**config.mk**
```make
export PLATFORM = sky130hd
export DESIGN_NAME = safety_event_edge_monitor_flat
export DESIGN_NICKNAME = d
export VERILOG_FILES = /design/src/seem_pkg.sv /design/src/seem_in_if.sv /design/src/seem_out_if.sv /design/src/seem_cfg_if.sv /design/src/seem_cfg_regs.sv /design/src/seem_measure.sv /design/src/seem_events.sv /design/src/safety_event_edge_monitor.sv /design/src/flat_wrapper.sv
export SDC_FILE = /design/constraint.sdc
export NUM_CORES = 2
export LEC_CHECK = 0
export BUFFER_PORTS_ARGS = -buffer_cell sky130_fd_sc_hd__buf_2
export CAP_MARGIN = 20
export CORE_UTILIZATION = 47
export DETAILED_ROUTE_END_ITERATION = 10
export HOLD_SLACK_MARGIN = 0.1
export MAX_ROUTING_LAYER = met4
export PLACE_DENSITY_LB_ADDON = 0.12
export SLEW_MARGIN = 25
export SYNTH_ARGS = -nofsm -noshare
export SYNTH_HDL_FRONTEND = slang
export SYNTH_SLANG_ARGS = --single-unit
```
**constraint.sdc**
```tcl
create_clock -name i_clk -period 28.4 [get_ports i_clk]
set_input_delay 7.1 -clock i_clk [delete_from_list [all_inputs] [get_ports i_clk]]
set_output_delay 7.1 -clock i_clk [all_outputs]
set_load 0.05 [all_outputs]
```
**src/seem_pkg.sv**
```systemverilog
`default_nettype none
// ----------------------------------------------------------------------------
// seem_pkg
// Shared types, widths, register indexes and helper functions for the
// safety event edge monitor.
// ----------------------------------------------------------------------------
package seem_pkg;

    // field widths
    localparam int unsigned STATUS_W   = 6;
    localparam int unsigned POS_W      = 32;
    localparam int unsigned VEL_W      = 16;
    localparam int unsigned MASK_W     = 9;
    localparam int unsigned LIMIT_W    = 16;
    localparam int unsigned MAG_W      = VEL_W + 1;
    localparam int unsigned SQ_W       = 2 * VEL_W - 1;
    localparam int unsigned SUM_W      = 2 * VEL_W;
    localparam int unsigned LIMIT_SQ_W = 2 * LIMIT_W;
    localparam int unsigned CFG_IDX_W  = 8;
    localparam int unsigned CFG_DATA_W = 64;
    localparam int unsigned BOUNDS_W   = 2 * POS_W;

    // register defaults
    localparam logic [LIMIT_W-1:0]    LIMIT_RESET    = 16'hFFFF;
    localparam logic [LIMIT_SQ_W-1:0] LIMIT_SQ_RESET = 32'hFFFE_0001;

    // configuration register indexes
    typedef enum logic [CFG_IDX_W-1:0] {
        REG_FENCE_X   = 8'd0,
        REG_FENCE_Y   = 8'd1,
        REG_FENCE_Z   = 8'd2,
        REG_SPEED_XY  = 8'd3,
        REG_SPEED_Z   = 8'd4,
        REG_ACCEL_XY  = 8'd5,
        REG_ACCEL_Z   = 8'd6,
        REG_ATT_MODE  = 8'd7
    } t_reg_idx;

    // status flag bit positions
    localparam int unsigned ST_EST_ACTIVE = 0;
    localparam int unsigned ST_STA_ACTIVE = 1;
    localparam int unsigned ST_BAT_ACTIVE = 2;
    localparam int unsigned ST_EST_NEW    = 3;
    localparam int unsigned ST_EST_USABLE = 4;
    localparam int unsigned ST_IMU_NEW    = 5;

    // event mask bit positions
    localparam int unsigned EV_EST_LOST  = 0;
    localparam int unsigned EV_STA_LOST  = 1;
    localparam int unsigned EV_BAT_LOST  = 2;
    localparam int unsigned EV_UNUSABLE  = 3;
    localparam int unsigned EV_GEOFENCE  = 4;
    localparam int unsigned EV_SPEED_XY  = 5;
    localparam int unsigned EV_SPEED_Z   = 6;
    localparam int unsigned EV_ACCEL_XY  = 7;
    localparam int unsigned EV_ACCEL_Z   = 8;

    // one input tick
    typedef struct packed {
        logic [STATUS_W-1:0]     status;
        logic signed [POS_W-1:0] pos_x;
        logic signed [POS_W-1:0] pos_y;
        logic signed [POS_W-1:0] pos_z;
        logic signed [VEL_W-1:0] vel_x;
        logic signed [VEL_W-1:0] vel_y;
        logic signed [VEL_W-1:0] vel_z;
        logic signed [VEL_W-1:0] acc_x;
        logic signed [VEL_W-1:0] acc_y;
        logic signed [VEL_W-1:0] acc_z;
    } t_item;

    // live configuration, horizontal limits kept squared
    typedef struct packed {
        logic [BOUNDS_W-1:0]   fence_x;
        logic [BOUNDS_W-1:0]   fence_y;
        logic [BOUNDS_W-1:0]   fence_z;
        logic [LIMIT_SQ_W-1:0] speed_xy_sq;
        logic [LIMIT_W-1:0]    speed_z;
        logic [LIMIT_SQ_W-1:0] accel_xy_sq;
        logic [LIMIT_W-1:0]    accel_z;
        logic                  att_mode;
    } t_cfg;

    // measurement stage result
    typedef struct packed {
        logic [STATUS_W-1:0] status;
        logic                fence;
        logic                vz_over;
        logic                az_over;
        logic [SQ_W-1:0]     sq_vx;
        logic [SQ_W-1:0]     sq_vy;
        logic [SQ_W-1:0]     sq_ax;
        logic [SQ_W-1:0]     sq_ay;
    } t_meas;

    // position outside one fence axis, inverted bounds always violate
    function automatic logic outside(input logic signed [POS_W-1:0] p,
                                     input logic [BOUNDS_W-1:0] b);
        logic signed [POS_W-1:0] lo;
        logic signed [POS_W-1:0] hi;
        lo = signed'(b[POS_W-1:0]);
        hi = signed'(b[BOUNDS_W-1:POS_W]);
        return (p < lo) || (p > hi);
    endfunction

    // magnitude of a signed Q8.8 value, one bit wider
    function automatic logic [MAG_W-1:0] magnitude(input logic signed [VEL_W-1:0] v);
        logic signed [MAG_W-1:0] ext;
        ext = {v[VEL_W-1], v};
        return ext[MAG_W-1] ? unsigned'(-ext) : unsigned'(ext);
    endfunction

    // square of a signed Q8.8 value, never above 2^30
    function automatic logic [SQ_W-1:0] square(input logic signed [VEL_W-1:0] v);
        logic signed [SUM_W-1:0] p;
        p = v * v;
        return p[SQ_W-1:0];
    endfunction

endpackage
`default_nettype wire

```
**src/seem_in_if.sv**
```systemverilog
`default_nettype none
// ----------------------------------------------------------------------------
// seem_in_if
// Input tick channel: valid/ready handshake with sensor payload.
// ----------------------------------------------------------------------------
interface seem_in_if;
    logic        valid;
    logic        ready;
    logic [5:0]  status_flags;
    logic signed [31:0] pos_x;
    logic signed [31:0] pos_y;
    logic signed [31:0] pos_z;
    logic signed [15:0] vel_x;
    logic signed [15:0] vel_y;
    logic signed [15:0] vel_z;
    logic signed [15:0] cmd_acc_x;
    logic signed [15:0] cmd_acc_y;
    logic signed [15:0] cmd_acc_z;

    modport source (
        output valid, status_flags, pos_x, pos_y, pos_z, vel_x, vel_y, vel_z,
               cmd_acc_x, cmd_acc_y, cmd_acc_z,
        input  ready
    );
    modport sink (
        input  valid, status_flags, pos_x, pos_y, pos_z, vel_x, vel_y, vel_z,
               cmd_acc_x, cmd_acc_y, cmd_acc_z,
        output ready
    );
endinterface
`default_nettype wire

```
**src/seem_out_if.sv**
```systemverilog
`default_nettype none
// ----------------------------------------------------------------------------
// seem_out_if
// Result channel: valid/ready handshake carrying the event mask.
// ----------------------------------------------------------------------------
interface seem_out_if;
    logic       valid;
    logic       ready;
    logic [8:0] event_mask;

    modport source (output valid, event_mask, input ready);
    modport sink (input valid, event_mask, output ready);
endinterface
`default_nettype wire

```
**src/seem_cfg_if.sv**
```systemverilog
`default_nettype none
// ----------------------------------------------------------------------------
// seem_cfg_if
// Configuration write channel: register index and write data.
// ----------------------------------------------------------------------------
interface seem_cfg_if;
    logic        valid;
    logic        ready;
    logic [7:0]  index;
    logic [63:0] data;

    modport source (output valid, index, data, input ready);
    modport sink (input valid, index, data, output ready);
endinterface
`default_nettype wire

```
**src/seem_cfg_regs.sv**
```systemverilog
`default_nettype none
// ----------------------------------------------------------------------------
// seem_cfg_regs
// Configuration register file. Horizontal limits are squared on write.
// ----------------------------------------------------------------------------
module seem_cfg_regs (
    input  wire logic         i_clk,
    input  wire logic         i_rst_n,
    seem_cfg_if.sink          i_cfg,
    output seem_pkg::t_cfg    o_cfg
);

    seem_pkg::t_cfg                        r_cfg;
    seem_pkg::t_cfg                        n_cfg;
    logic [seem_pkg::LIMIT_W-1:0]          w_lim;
    logic [seem_pkg::LIMIT_SQ_W-1:0]       w_lim_sq;

    // writes are always taken
    assign i_cfg.ready = 1'b1;

    // square of the written limit
    assign w_lim    = i_cfg.data[seem_pkg::LIMIT_W-1:0];
    assign w_lim_sq = w_lim * w_lim;

    // register decode
    always_comb begin
        n_cfg = r_cfg;
        if (i_cfg.valid) begin
            case (i_cfg.index)
                seem_pkg::REG_FENCE_X:  n_cfg.fence_x     = i_cfg.data;
                seem_pkg::REG_FENCE_Y:  n_cfg.fence_y     = i_cfg.data;
                seem_pkg::REG_FENCE_Z:  n_cfg.fence_z     = i_cfg.data;
                seem_pkg::REG_SPEED_XY: n_cfg.speed_xy_sq = w_lim_sq;
                seem_pkg::REG_SPEED_Z:  n_cfg.speed_z     = w_lim;
                seem_pkg::REG_ACCEL_XY: n_cfg.accel_xy_sq = w_lim_sq;
                seem_pkg::REG_ACCEL_Z:  n_cfg.accel_z     = w_lim;
                seem_pkg::REG_ATT_MODE: n_cfg.att_mode    = i_cfg.data[0];
                default: ;
            endcase
        end
    end

    // register storage
    always_ff @(posedge i_clk) begin
        if (!i_rst_n) begin
            r_cfg.fence_x     <= '0;
            r_cfg.fence_y     <= '0;
            r_cfg.fence_z     <= '0;
            r_cfg.speed_xy_sq <= seem_pkg::LIMIT_SQ_RESET;
            r_cfg.speed_z     <= seem_pkg::LIMIT_RESET;
            r_cfg.accel_xy_sq <= seem_pkg::LIMIT_SQ_RESET;
            r_cfg.accel_z     <= seem_pkg::LIMIT_RESET;
            r_cfg.att_mode    <= 1'b0;
        end else begin
            r_cfg <= n_cfg;
        end
    end

    assign o_cfg = r_cfg;

endmodule
`default_nettype wire

```
**src/seem_measure.sv**
```systemverilog
`default_nettype none
// ----------------------------------------------------------------------------
// seem_measure
// Measurement logic: fence and vertical checks, horizontal squares.
// ----------------------------------------------------------------------------
module seem_measure (
    input  wire seem_pkg::t_cfg   i_cfg,
    input  wire seem_pkg::t_item  i_item,
    output seem_pkg::t_meas       o_meas
);

    // per-tick measurements
    always_comb begin
        o_meas.status  = i_item.status;
        o_meas.fence   = seem_pkg::outside(i_item.pos_x, i_cfg.fence_x)
                      || seem_pkg::outside(i_item.pos_y, i_cfg.fence_y)
                      || seem_pkg::outside(i_item.pos_z, i_cfg.fence_z);
        o_meas.vz_over = seem_pkg::magnitude(i_item.vel_z) > {1'b0, i_cfg.speed_z};
        o_meas.az_over = seem_pkg::magnitude(i_item.acc_z) > {1'b0, i_cfg.accel_z};
        o_meas.sq_vx   = seem_pkg::square(i_item.vel_x);
        o_meas.sq_vy   = seem_pkg::square(i_item.vel_y);
        o_meas.sq_ax   = seem_pkg::square(i_item.acc_x);
        o_meas.sq_ay   = seem_pkg::square(i_item.acc_y);
    end

endmodule
`default_nettype wire

```
**src/seem_events.sv**
```systemverilog
`default_nettype none
// ----------------------------------------------------------------------------
// seem_events
// Condition flags, rising-edge event detection and the result register.
// ----------------------------------------------------------------------------
module seem_events (
    input  wire logic            i_clk,
    input  wire logic            i_rst_n,
    input  wire seem_pkg::t_cfg  i_cfg,
    input  wire logic            i_valid,
    input  wire seem_pkg::t_meas i_meas,
    output logic                 o_ready,
    seem_out_if.source           o_out
);

    logic                             r_out_valid;
    logic                             n_out_valid;
    logic [seem_pkg::MASK_W-1:0]      r_mask;
    logic [seem_pkg::MASK_W-1:0]      n_mask;

    // condition flags
    logic r_prev_est, r_prev_sta, r_prev_bat, r_unusable, r_geofence;
    logic r_speed_xy, r_speed_z, r_accel_xy, r_accel_z;
    logic n_prev_est, n_prev_sta, n_prev_bat, n_unusable, n_geofence;
    logic n_speed_xy, n_speed_z, n_accel_xy, n_accel_z;

    logic [seem_pkg::SUM_W-1:0]       w_sum_v;
    logic [seem_pkg::SUM_W-1:0]       w_sum_a;
    logic                             w_vxy_over;
    logic                             w_axy_over;
    logic                             w_take;
    logic [seem_pkg::STATUS_W-1:0]    w_st;
    logic                             w_unus;
    logic [seem_pkg::MASK_W-1:0]      w_ev;

    // result register frees when empty or taken
    assign o_ready = !r_out_valid || o_out.ready;
    assign w_take  = i_valid && o_ready;

    // horizontal squared magnitudes against squared limits
    assign w_sum_v    = {1'b0, i_meas.sq_vx} + {1'b0, i_meas.sq_vy};
    assign w_sum_a    = {1'b0, i_meas.sq_ax} + {1'b0, i_meas.sq_ay};
    assign w_vxy_over = w_sum_v > i_cfg.speed_xy_sq;
    assign w_axy_over = w_sum_a > i_cfg.accel_xy_sq;
    assign w_st       = i_meas.status;
    assign w_unus     = w_st[seem_pkg::ST_EST_ACTIVE] && !w_st[seem_pkg::ST_EST_USABLE];

    // flag update and event mask
    always_comb begin
        n_prev_est = r_prev_est;
        n_prev_sta = r_prev_sta;
        n_prev_bat = r_prev_bat;
        n_unusable = r_unusable;
        n_geofence = r_geofence;
        n_speed_xy = r_speed_xy;
        n_speed_z  = r_speed_z;
        n_accel_xy = r_accel_xy;
        n_accel_z  = r_accel_z;
        w_ev       = '0;

        // sensor loss on falling active bits, unusable estimate on its rising edge
        w_ev[seem_pkg::EV_EST_LOST] = r_prev_est && !w_st[seem_pkg::ST_EST_ACTIVE];
        w_ev[seem_pkg::EV_STA_LOST] = r_prev_sta && !w_st[seem_pkg::ST_STA_ACTIVE];
        w_ev[seem_pkg::EV_BAT_LOST] = r_prev_bat && !w_st[seem_pkg::ST_BAT_ACTIVE];
        w_ev[seem_pkg::EV_UNUSABLE] = !r_unusable && w_unus;
        n_prev_est = w_st[seem_pkg::ST_EST_ACTIVE];
        n_prev_sta = w_st[seem_pkg::ST_STA_ACTIVE];
        n_prev_bat = w_st[seem_pkg::ST_BAT_ACTIVE];
        n_unusable = w_unus;

        // estimate checks only on a fresh estimate
        if (w_st[seem_pkg::ST_EST_NEW]) begin
            w_ev[seem_pkg::EV_GEOFENCE] = !r_geofence && i_meas.fence;
            w_ev[seem_pkg::EV_SPEED_XY] = !r_speed_xy && w_vxy_over;
            w_ev[seem_pkg::EV_SPEED_Z]  = !r_speed_z && i_meas.vz_over;
            n_geofence = i_meas.fence;
            n_speed_xy = w_vxy_over;
            n_speed_z  = i_meas.vz_over;
        end

        // saturation checks, cleared in attitude-rate mode
        if (i_cfg.att_mode) begin
            n_accel_xy = 1'b0;
            n_accel_z  = 1'b0;
        end else if (w_st[seem_pkg::ST_IMU_NEW]) begin
            w_ev[seem_pkg::EV_ACCEL_XY] = !r_accel_xy && w_axy_over;
            w_ev[seem_pkg::EV_ACCEL_Z]  = !r_accel_z && i_meas.az_over;
            n_accel_xy = w_axy_over;
            n_accel_z  = i_meas.az_over;
        end
    end

    // output register load
    always_comb begin
        n_out_valid = r_out_valid;
        n_mask      = r_mask;
        if (o_ready) begin
            n_out_valid = i_valid;
            n_mask      = w_ev;
        end
    end

    // control and flag state
    always_ff @(posedge i_clk) begin
        if (!i_rst_n) begin
            r_out_valid <= 1'b0;
            r_prev_est  <= 1'b0;
            r_prev_sta  <= 1'b0;
            r_prev_bat  <= 1'b0;
            r_unusable  <= 1'b0;
            r_geofence  <= 1'b0;
            r_speed_xy  <= 1'b0;
            r_speed_z   <= 1'b0;
            r_accel_xy  <= 1'b0;
            r_accel_z   <= 1'b0;
        end else begin
            r_out_valid <= n_out_valid;
            if (w_take) begin
                r_prev_est <= n_prev_est;
                r_prev_sta <= n_prev_sta;
                r_prev_bat <= n_prev_bat;
                r_unusable <= n_unusable;
                r_geofence <= n_geofence;
                r_speed_xy <= n_speed_xy;
                r_speed_z  <= n_speed_z;
                r_accel_xy <= n_accel_xy;
                r_accel_z  <= n_accel_z;
            end
        end
    end

    // result payload
    always_ff @(posedge i_clk) begin
        r_mask <= n_mask;
    end

    assign o_out.valid      = r_out_valid;
    assign o_out.event_mask = r_mask;

endmodule
`default_nettype wire

```
**src/safety_event_edge_monitor.sv**
```systemverilog
`default_nettype none
// ----------------------------------------------------------------------------
// safety_event_edge_monitor
// Edge-triggered safety event detection over sensor status, position,
// velocity and commanded acceleration ticks.
// ----------------------------------------------------------------------------
// path: the input register, then checks and flags into the result register
// throughput: one tick per cycle; the input register holds under output
//   backpressure and frees as soon as the result register moves
// reset: synchronous active low; clears pipeline valids and all condition
//   flags, fence bounds to zero, limits to 0xFFFF, attitude-rate mode off
module safety_event_edge_monitor (
    input  wire logic    i_clk,
    input  wire logic    i_rst_n,
    seem_cfg_if.sink     i_cfg,
    seem_in_if.sink      i_in,
    seem_out_if.source   o_out
);

    seem_pkg::t_cfg   w_cfg;
    seem_pkg::t_item  w_in_item;
    seem_pkg::t_item  r_s1_item;
    seem_pkg::t_item  n_s1_item;
    logic             r_s1_valid;
    logic             n_s1_valid;
    logic             w_s1_ready;
    logic             w_s3_ready;
    seem_pkg::t_meas  w_meas;

    // configuration registers
    seem_cfg_regs u_cfg_regs (
        .i_clk   (i_clk),
        .i_rst_n (i_rst_n),
        .i_cfg   (i_cfg),
        .o_cfg   (w_cfg)
    );

    // gather the input payload
    always_comb begin
        w_in_item.status = i_in.status_flags;
        w_in_item.pos_x  = i_in.pos_x;
        w_in_item.pos_y  = i_in.pos_y;
        w_in_item.pos_z  = i_in.pos_z;
        w_in_item.vel_x  = i_in.vel_x;
        w_in_item.vel_y  = i_in.vel_y;
        w_in_item.vel_z  = i_in.vel_z;
        w_in_item.acc_x  = i_in.cmd_acc_x;
        w_in_item.acc_y  = i_in.cmd_acc_y;
        w_in_item.acc_z  = i_in.cmd_acc_z;
    end

    // input register
    assign w_s1_ready = !r_s1_valid || w_s3_ready;
    assign i_in.ready = w_s1_ready;

    always_comb begin
        n_s1_valid = r_s1_valid;
        n_s1_item  = r_s1_item;
        if (w_s1_ready) begin
            n_s1_valid = i_in.valid;
            n_s1_item  = w_in_item;
        end
    end

    always_ff @(posedge i_clk) begin
        if (!i_rst_n) begin
            r_s1_valid <= 1'b0;
        end else begin
            r_s1_valid <= n_s1_valid;
        end
    end

    always_ff @(posedge i_clk) begin
        r_s1_item <= n_s1_item;
    end

    // fence, vertical and squared horizontal measurements
    seem_measure u_measure (
        .i_cfg   (w_cfg),
        .i_item  (r_s1_item),
        .o_meas  (w_meas)
    );

    // flags, events and result register
    seem_events u_events (
        .i_clk   (i_clk),
        .i_rst_n (i_rst_n),
        .i_cfg   (w_cfg),
        .i_valid (r_s1_valid),
        .i_meas  (w_meas),
        .o_ready (w_s3_ready),
        .o_out   (o_out)
    );

endmodule
`default_nettype wire
```
**src/flat_wrapper.sv**
```systemverilog
// flat-port wrapper written by rule: the top's interface ports become plain ports
module safety_event_edge_monitor_flat 
  (i_clk, i_rst_n, i_cfg_valid, i_cfg_index, i_cfg_data, i_cfg_ready, i_in_valid, i_in_status_flags, i_in_pos_x, i_in_pos_y, i_in_pos_z, i_in_vel_x, i_in_vel_y, i_in_vel_z, i_in_cmd_acc_x, i_in_cmd_acc_y, i_in_cmd_acc_z, i_in_ready, o_out_valid, o_out_event_mask, o_out_ready);
  seem_cfg_if i_cfg_i ();
  seem_in_if i_in_i ();
  seem_out_if o_out_i ();
  input  wire logic i_clk;
  input  wire logic i_rst_n;
  input wire logic [$bits(i_cfg_i.valid)-1:0] i_cfg_valid;
  input wire logic [$bits(i_cfg_i.index)-1:0] i_cfg_index;
  input wire logic [$bits(i_cfg_i.data)-1:0] i_cfg_data;
  output wire logic [$bits(i_cfg_i.ready)-1:0] i_cfg_ready;
  input wire logic [$bits(i_in_i.valid)-1:0] i_in_valid;
  input wire logic [$bits(i_in_i.status_flags)-1:0] i_in_status_flags;
  input wire logic [$bits(i_in_i.pos_x)-1:0] i_in_pos_x;
  input wire logic [$bits(i_in_i.pos_y)-1:0] i_in_pos_y;
  input wire logic [$bits(i_in_i.pos_z)-1:0] i_in_pos_z;
  input wire logic [$bits(i_in_i.vel_x)-1:0] i_in_vel_x;
  input wire logic [$bits(i_in_i.vel_y)-1:0] i_in_vel_y;
  input wire logic [$bits(i_in_i.vel_z)-1:0] i_in_vel_z;
  input wire logic [$bits(i_in_i.cmd_acc_x)-1:0] i_in_cmd_acc_x;
  input wire logic [$bits(i_in_i.cmd_acc_y)-1:0] i_in_cmd_acc_y;
  input wire logic [$bits(i_in_i.cmd_acc_z)-1:0] i_in_cmd_acc_z;
  output wire logic [$bits(i_in_i.ready)-1:0] i_in_ready;
  output wire logic [$bits(o_out_i.valid)-1:0] o_out_valid;
  output wire logic [$bits(o_out_i.event_mask)-1:0] o_out_event_mask;
  input wire logic [$bits(o_out_i.ready)-1:0] o_out_ready;
  assign i_cfg_i.valid = i_cfg_valid;
  assign i_cfg_i.index = i_cfg_index;
  assign i_cfg_i.data = i_cfg_data;
  assign i_cfg_ready = i_cfg_i.ready;
  assign i_in_i.valid = i_in_valid;
  assign i_in_i.status_flags = i_in_status_flags;
  assign i_in_i.pos_x = i_in_pos_x;
  assign i_in_i.pos_y = i_in_pos_y;
  assign i_in_i.pos_z = i_in_pos_z;
  assign i_in_i.vel_x = i_in_vel_x;
  assign i_in_i.vel_y = i_in_vel_y;
  assign i_in_i.vel_z = i_in_vel_z;
  assign i_in_i.cmd_acc_x = i_in_cmd_acc_x;
  assign i_in_i.cmd_acc_y = i_in_cmd_acc_y;
  assign i_in_i.cmd_acc_z = i_in_cmd_acc_z;
  assign i_in_ready = i_in_i.ready;
  assign o_out_valid = o_out_i.valid;
  assign o_out_event_mask = o_out_i.event_mask;
  assign o_out_i.ready = o_out_ready;
  safety_event_edge_monitor u_core (.i_clk(i_clk), .i_rst_n(i_rst_n), .i_cfg(i_cfg_i), .i_in(i_in_i), .o_out(o_out_i));
endmodule
```
# Yosys cells after proc, flatten, opt, wreduce, memory -nomap -nowiden
# Index checks and enable logic that the tools add are counted.
# classes
add_sub_neg	4
mul	5
div_mod_pow	0
n_lt_le_gt_ge	10
n_eq_ne	7
shifts	0
mux	6
bitwise	1
reduce_logical	43
# ops
op	n
32-bit > comparator	5
16-bit by 16-bit multiplier with 31-bit output	4
32-bit < comparator	3
31-bit by 31-bit adder with 32-bit output	2
17-bit by 16-bit > comparator with 1-bit output	2
17-bit two-way mux	2
16-bit negation with 17-bit output	2
8-bit by 3-bit equality test with 1-bit output (second input constant)	4
16-bit by 16-bit multiplier with 32-bit output	1
2-bit AND reduction	10
8-bit by 2-bit equality test with 1-bit output (second input constant)	2
1-bit logical NOT	12
1-bit logical AND	11
8-bit by 1-bit equality test with 1-bit output (second input constant)	1
8-bit logical NOT	1
1-bit logical OR	7
1-bit two-way mux	4
2-bit nonzero test	1
2-bit OR reduction	1
1-bit inverter	1
# totals
ff_bits	507
latch_bits	0
mem_bits_rw	0
romBits	0
output_inout_bits	12
wordCells	108
mem_count	0

# Longest topological paths before layout
# logic_depth
depth_word	5
depth_mapped	42

# Hierarchy
# A second synthesis with hierarchy kept.
# unflattened
hier_cells	7897
area_unflattened_um2	70501.4
# by_module_without_submodules
module	n_inst	cells_each	area_each_um2	seq_area_each_um2
seem_measure	1	4778	41220.8	0.0
seem_cfg_regs	1	2150	17654.4	5745.5
safety_event_edge_monitor	1	202	5994.5	5965.7
seem_events	1	767	5631.7	470.5

# Worst setup path after synthesis
# OpenSTA, ideal clock, no wires.
# synth_path
path_type	input to output
startpoint	input o_out_ready
endpoint	output i_in_ready
arrival_ns	11.621
required_ns	21.300
slack_ns	9.679
stages	2
path_buffers	0
cell_sequence	nor2b_1 -> nand2_1
# synth_between
elab_chain_cells	2
# synth_rtl
item	line_no	source
start: declaration	flat_wrapper.sv:27	input wire logic [$bits(o_out_i.ready)-1:0] o_out_ready;
1-bit logical OR	seem_events.sv:37	assign o_ready = !r_out_valid || o_out.ready;
1-bit logical OR	safety_event_edge_monitor.sv:53	assign w_s1_ready = !r_s1_valid || w_s3_ready;
end: declaration	flat_wrapper.sv:24	output wire logic [$bits(i_in_i.ready)-1:0] i_in_ready;
# No other way between the ends.

# Worst setup path after layout
# Ends and elaborated chain as after synthesis.

==> flow_summary.yaml <==
routing:
  drc_errors: 0
  antenna_left: 0
  dr.pass1.iters: 5
  wl_mm: 171
  vias_per_cell: 5.10
  drt_iter0_drc: 2273
  wl_per_cell_um: 17.6
  vias: 49634
setup_path:
  worst_path_largest_cell_delay_ns: 0.32
  critPathKind: "in2out"
  crit_chain: "buf_2, nor2b_1, nand2_4, buf_2"
  arrival_ns: 8.13
  cp_max_fo: 27
  cp_common_cell: "buf_2"
  reg2reg_from: "u_core.r_s1_item[35]$_DFFE_PP_"
  crit_path_end_kind: "output pin"
  critPathRequiredTime_ns: 21.30
  crit_slowest_cell: "buf_2"
  startpoint_type: "input port"
  crit_path_start: "o_out_ready"
clock_network:
  h-tree-depth: 2
  cts_resized: 0
  clock-sinks: 505
  cts-root-buf: "clkbuf_16"
  clk_pin_slew_worst_paths_ns: 0.06
  cts_tree: "built"
  clk_path_buf_depth: 3
  cts_buffers: 60
  cts_setup_buffers: 0
  ctsHoldBuffers: 0
  clk_latency_ns: 0.70
placed_design:
  post-dp-hpwl_mm: 139
  place_ws_ns: 13.14
  gp_congestion: 0.894
  io_buffers: 285
outcome:
  status: "complete, no violations"
timing:
  finalClockSkew_ns: 0.0484
  worst_slew_pin_slew_ns: 1.04
  post-route-min-period_ns: 15.23
  slew_viol_final: 0
  setup_slack_ns: 13.17
  grt_setup_unrepaired: "no"
  worst_slew_margin_rel_pct: 30.6
  fmax_mhz: 65.7
  finalHoldViolations: 0
  finalSetupViolCount: 0
  setup_tns_ns: 0
  fin_crit_sh_pct: 53.6
floorplanning:
  initial_utilization_pct: 47.3
  dieWidth_um: 385
  rows: 140
  die_h_um: 385
  die_area_sq_um: 148000
  coreArea_sq_um: 145000
  io_pins: 287
finish:
  layout_common_cells: "1828 x inv_1, 1079 x fa_1, 938 x nand2_1"
  final_layout_size_suffix_gt1_share_pct: 6.08
  final_common_cell: "inv_1"
  seqCellArea_sq_um: 12200
  nNetsFinal: 9893
  nFillCells: 13871
  multi_input_area_sq_um: 49000
  syn_to_final_growth_pct: 8.09
yosys:
  ys_ff_latch: 505
  netlist_area_sq_um: 68800
  synth-main-ff-cell: "dfxtp_1"
  yosys_warnings: 0
  synth_edf_count: 207
  synth_cell_types: 87
  synth_area_per_cell_sq_um: 9.08
  ys_seq_area_share_pct: 17.7
  synth_cells: 7576
  synthArstFlopShare_pct: 0
  synth_nets: 9720
grt:
  antenna_found_initial: 15
  grt_max_degree: 164
  grt_pass1_vias: 52596
  grt_pass1_wl_mm: 281
  grt_remaining_overflow: 0
  grt_use_total_pct: 24.7
job:
  cap_viol_max_count: 0
hold_path:
  min_path_type: "reg2reg"
  min_from: "u_core.u_cfg_regs.o_cfg[202]$_SDFFE_PN0P_"
metal layers:
layer  track usage, %  vias to the layer above  share of wire (%)
li1                 -                    24059                  -
met1             32.2                    24427                 44
met2             41.3                      942                 49
met3             2.05                      206                3.7
met4             6.67                        0                2.9
met5                -                        -                  0
cell usage after synthesis (6+ instances only):
master     instances  area (sq um)
nor3_1            49           245
nor2_1           296          1110
a31oi_1           19           119
clkbuf_1         209           785
xnor2_1          209          1830
o21ai_0          110           551
edfxtp_1         207          6220
a21o_1           136          1020
o21ai_1           43           215
and4_1             8          70.1
xor2_1            60           526
nand4_1           53           332
nor4_1            13          81.3
a21oi_1          436          2180
or3_1             22           138
nor2b_1           42           263
or4_1              7          52.6
a211o_1            8          70.1
o31ai_1           13          97.6
and2_1           190          1190
o211ai_1          73           548
nand2_1          940          3530
fa_1            1079         21600
a31o_1             7          61.3
mux2i_1            6          60.1
a311oi_1           6          52.6
nand2b_1          48           300
nor3b_1            6          45.0
a211oi_1          40           300
o31a_1             6          52.6
dfxtp_1          298          5970
o2111ai_1          6          52.6
nand3b_1          11          82.6
and3_1            24           150
o21bai_1          29           218
a221oi_1          10          87.6
a31o_2            15           131
nor4b_1            7          61.3
nand3_1           45           225
ha_1             790          9880
o21a_1            59           443
o22ai_1            6          37.5
inv_1           1828          6860
or2_2             10          62.6
worst paths after layout:
path | end | slack (ns) | cells past startpoint
max | i_in_ready | 13.17 | 4
min | u_core.u_cfg_regs.o_cfg[202]$_SDFFE_PN0P_ | 0.45 | 2
max reg2reg | u_core.u_events.o_out.event_mask[7]$_SDFFCE_PP0N_ | 17.01 | 38
min reg2reg | u_core.u_cfg_regs.o_cfg[202]$_SDFFE_PN0P_ | 0.45 | 2
state kept, by name (all words and copies together), names as in the netlist:
signal,cells
u_core.u_events.r_speed_xy,1
u_core.u_events.r_geofence,1
u_core.u_events.r_unusable,1
u_core.r_s1_item,198
u_core.u_events.r_accel_z,1
u_core.u_events.r_prev_est,1
u_core.u_events.o_out.valid,1
u_core.r_s1_valid,1
u_core.u_events.r_speed_z,1
u_core.u_cfg_regs.o_cfg,287
u_core.u_events.r_accel_xy,1
u_core.u_events.r_prev_bat,1
u_core.u_events.r_prev_sta,1
u_core.u_events.o_out.event_mask,9
stage by stage:
step	utilization, %	hold WS [ns]	instance area (sq um)	instances
global route	51.1	0.471	74400	9727
detailed placement	49.6	0.446	72200	9604
finish	51.1	0.453	74400	9728
floorplan	-	0.432	68800	7576
CTS	51.1	0.455	74300	9718
global placement	49.6	0.442	72200	9604
layout make-up:
type	count	area share (%)
multi-input cells	5025	65.9
clock inverters	41	0.697
well taps	1917	3.23
diodes	10	0.0337
repair buffers	322	2.29
inverters	1835	9.27
flip-flops and latches	505	16.4
clock buffers	73	2.24
critical path: cells and delay by family:
family,cells,cell delay [ns]
buf+inv,2,0.41
simple gates,2,0.61
cells by family after synthesis:
family	after synthesis	synth area share, %
fa+ha+maj	1869	45.8
mux	11	0.169
xor+xnor	269	3.42
flops	505	17.7
simple gates	1781	11.7
buf+inv	2046	11.2
compound gates	1094	10.1
other cells	1	0.00545
Power is left out: the tool's default activity adds up to more than one toggle a clock period on the data nets, which glitch-free logic cannot reach.
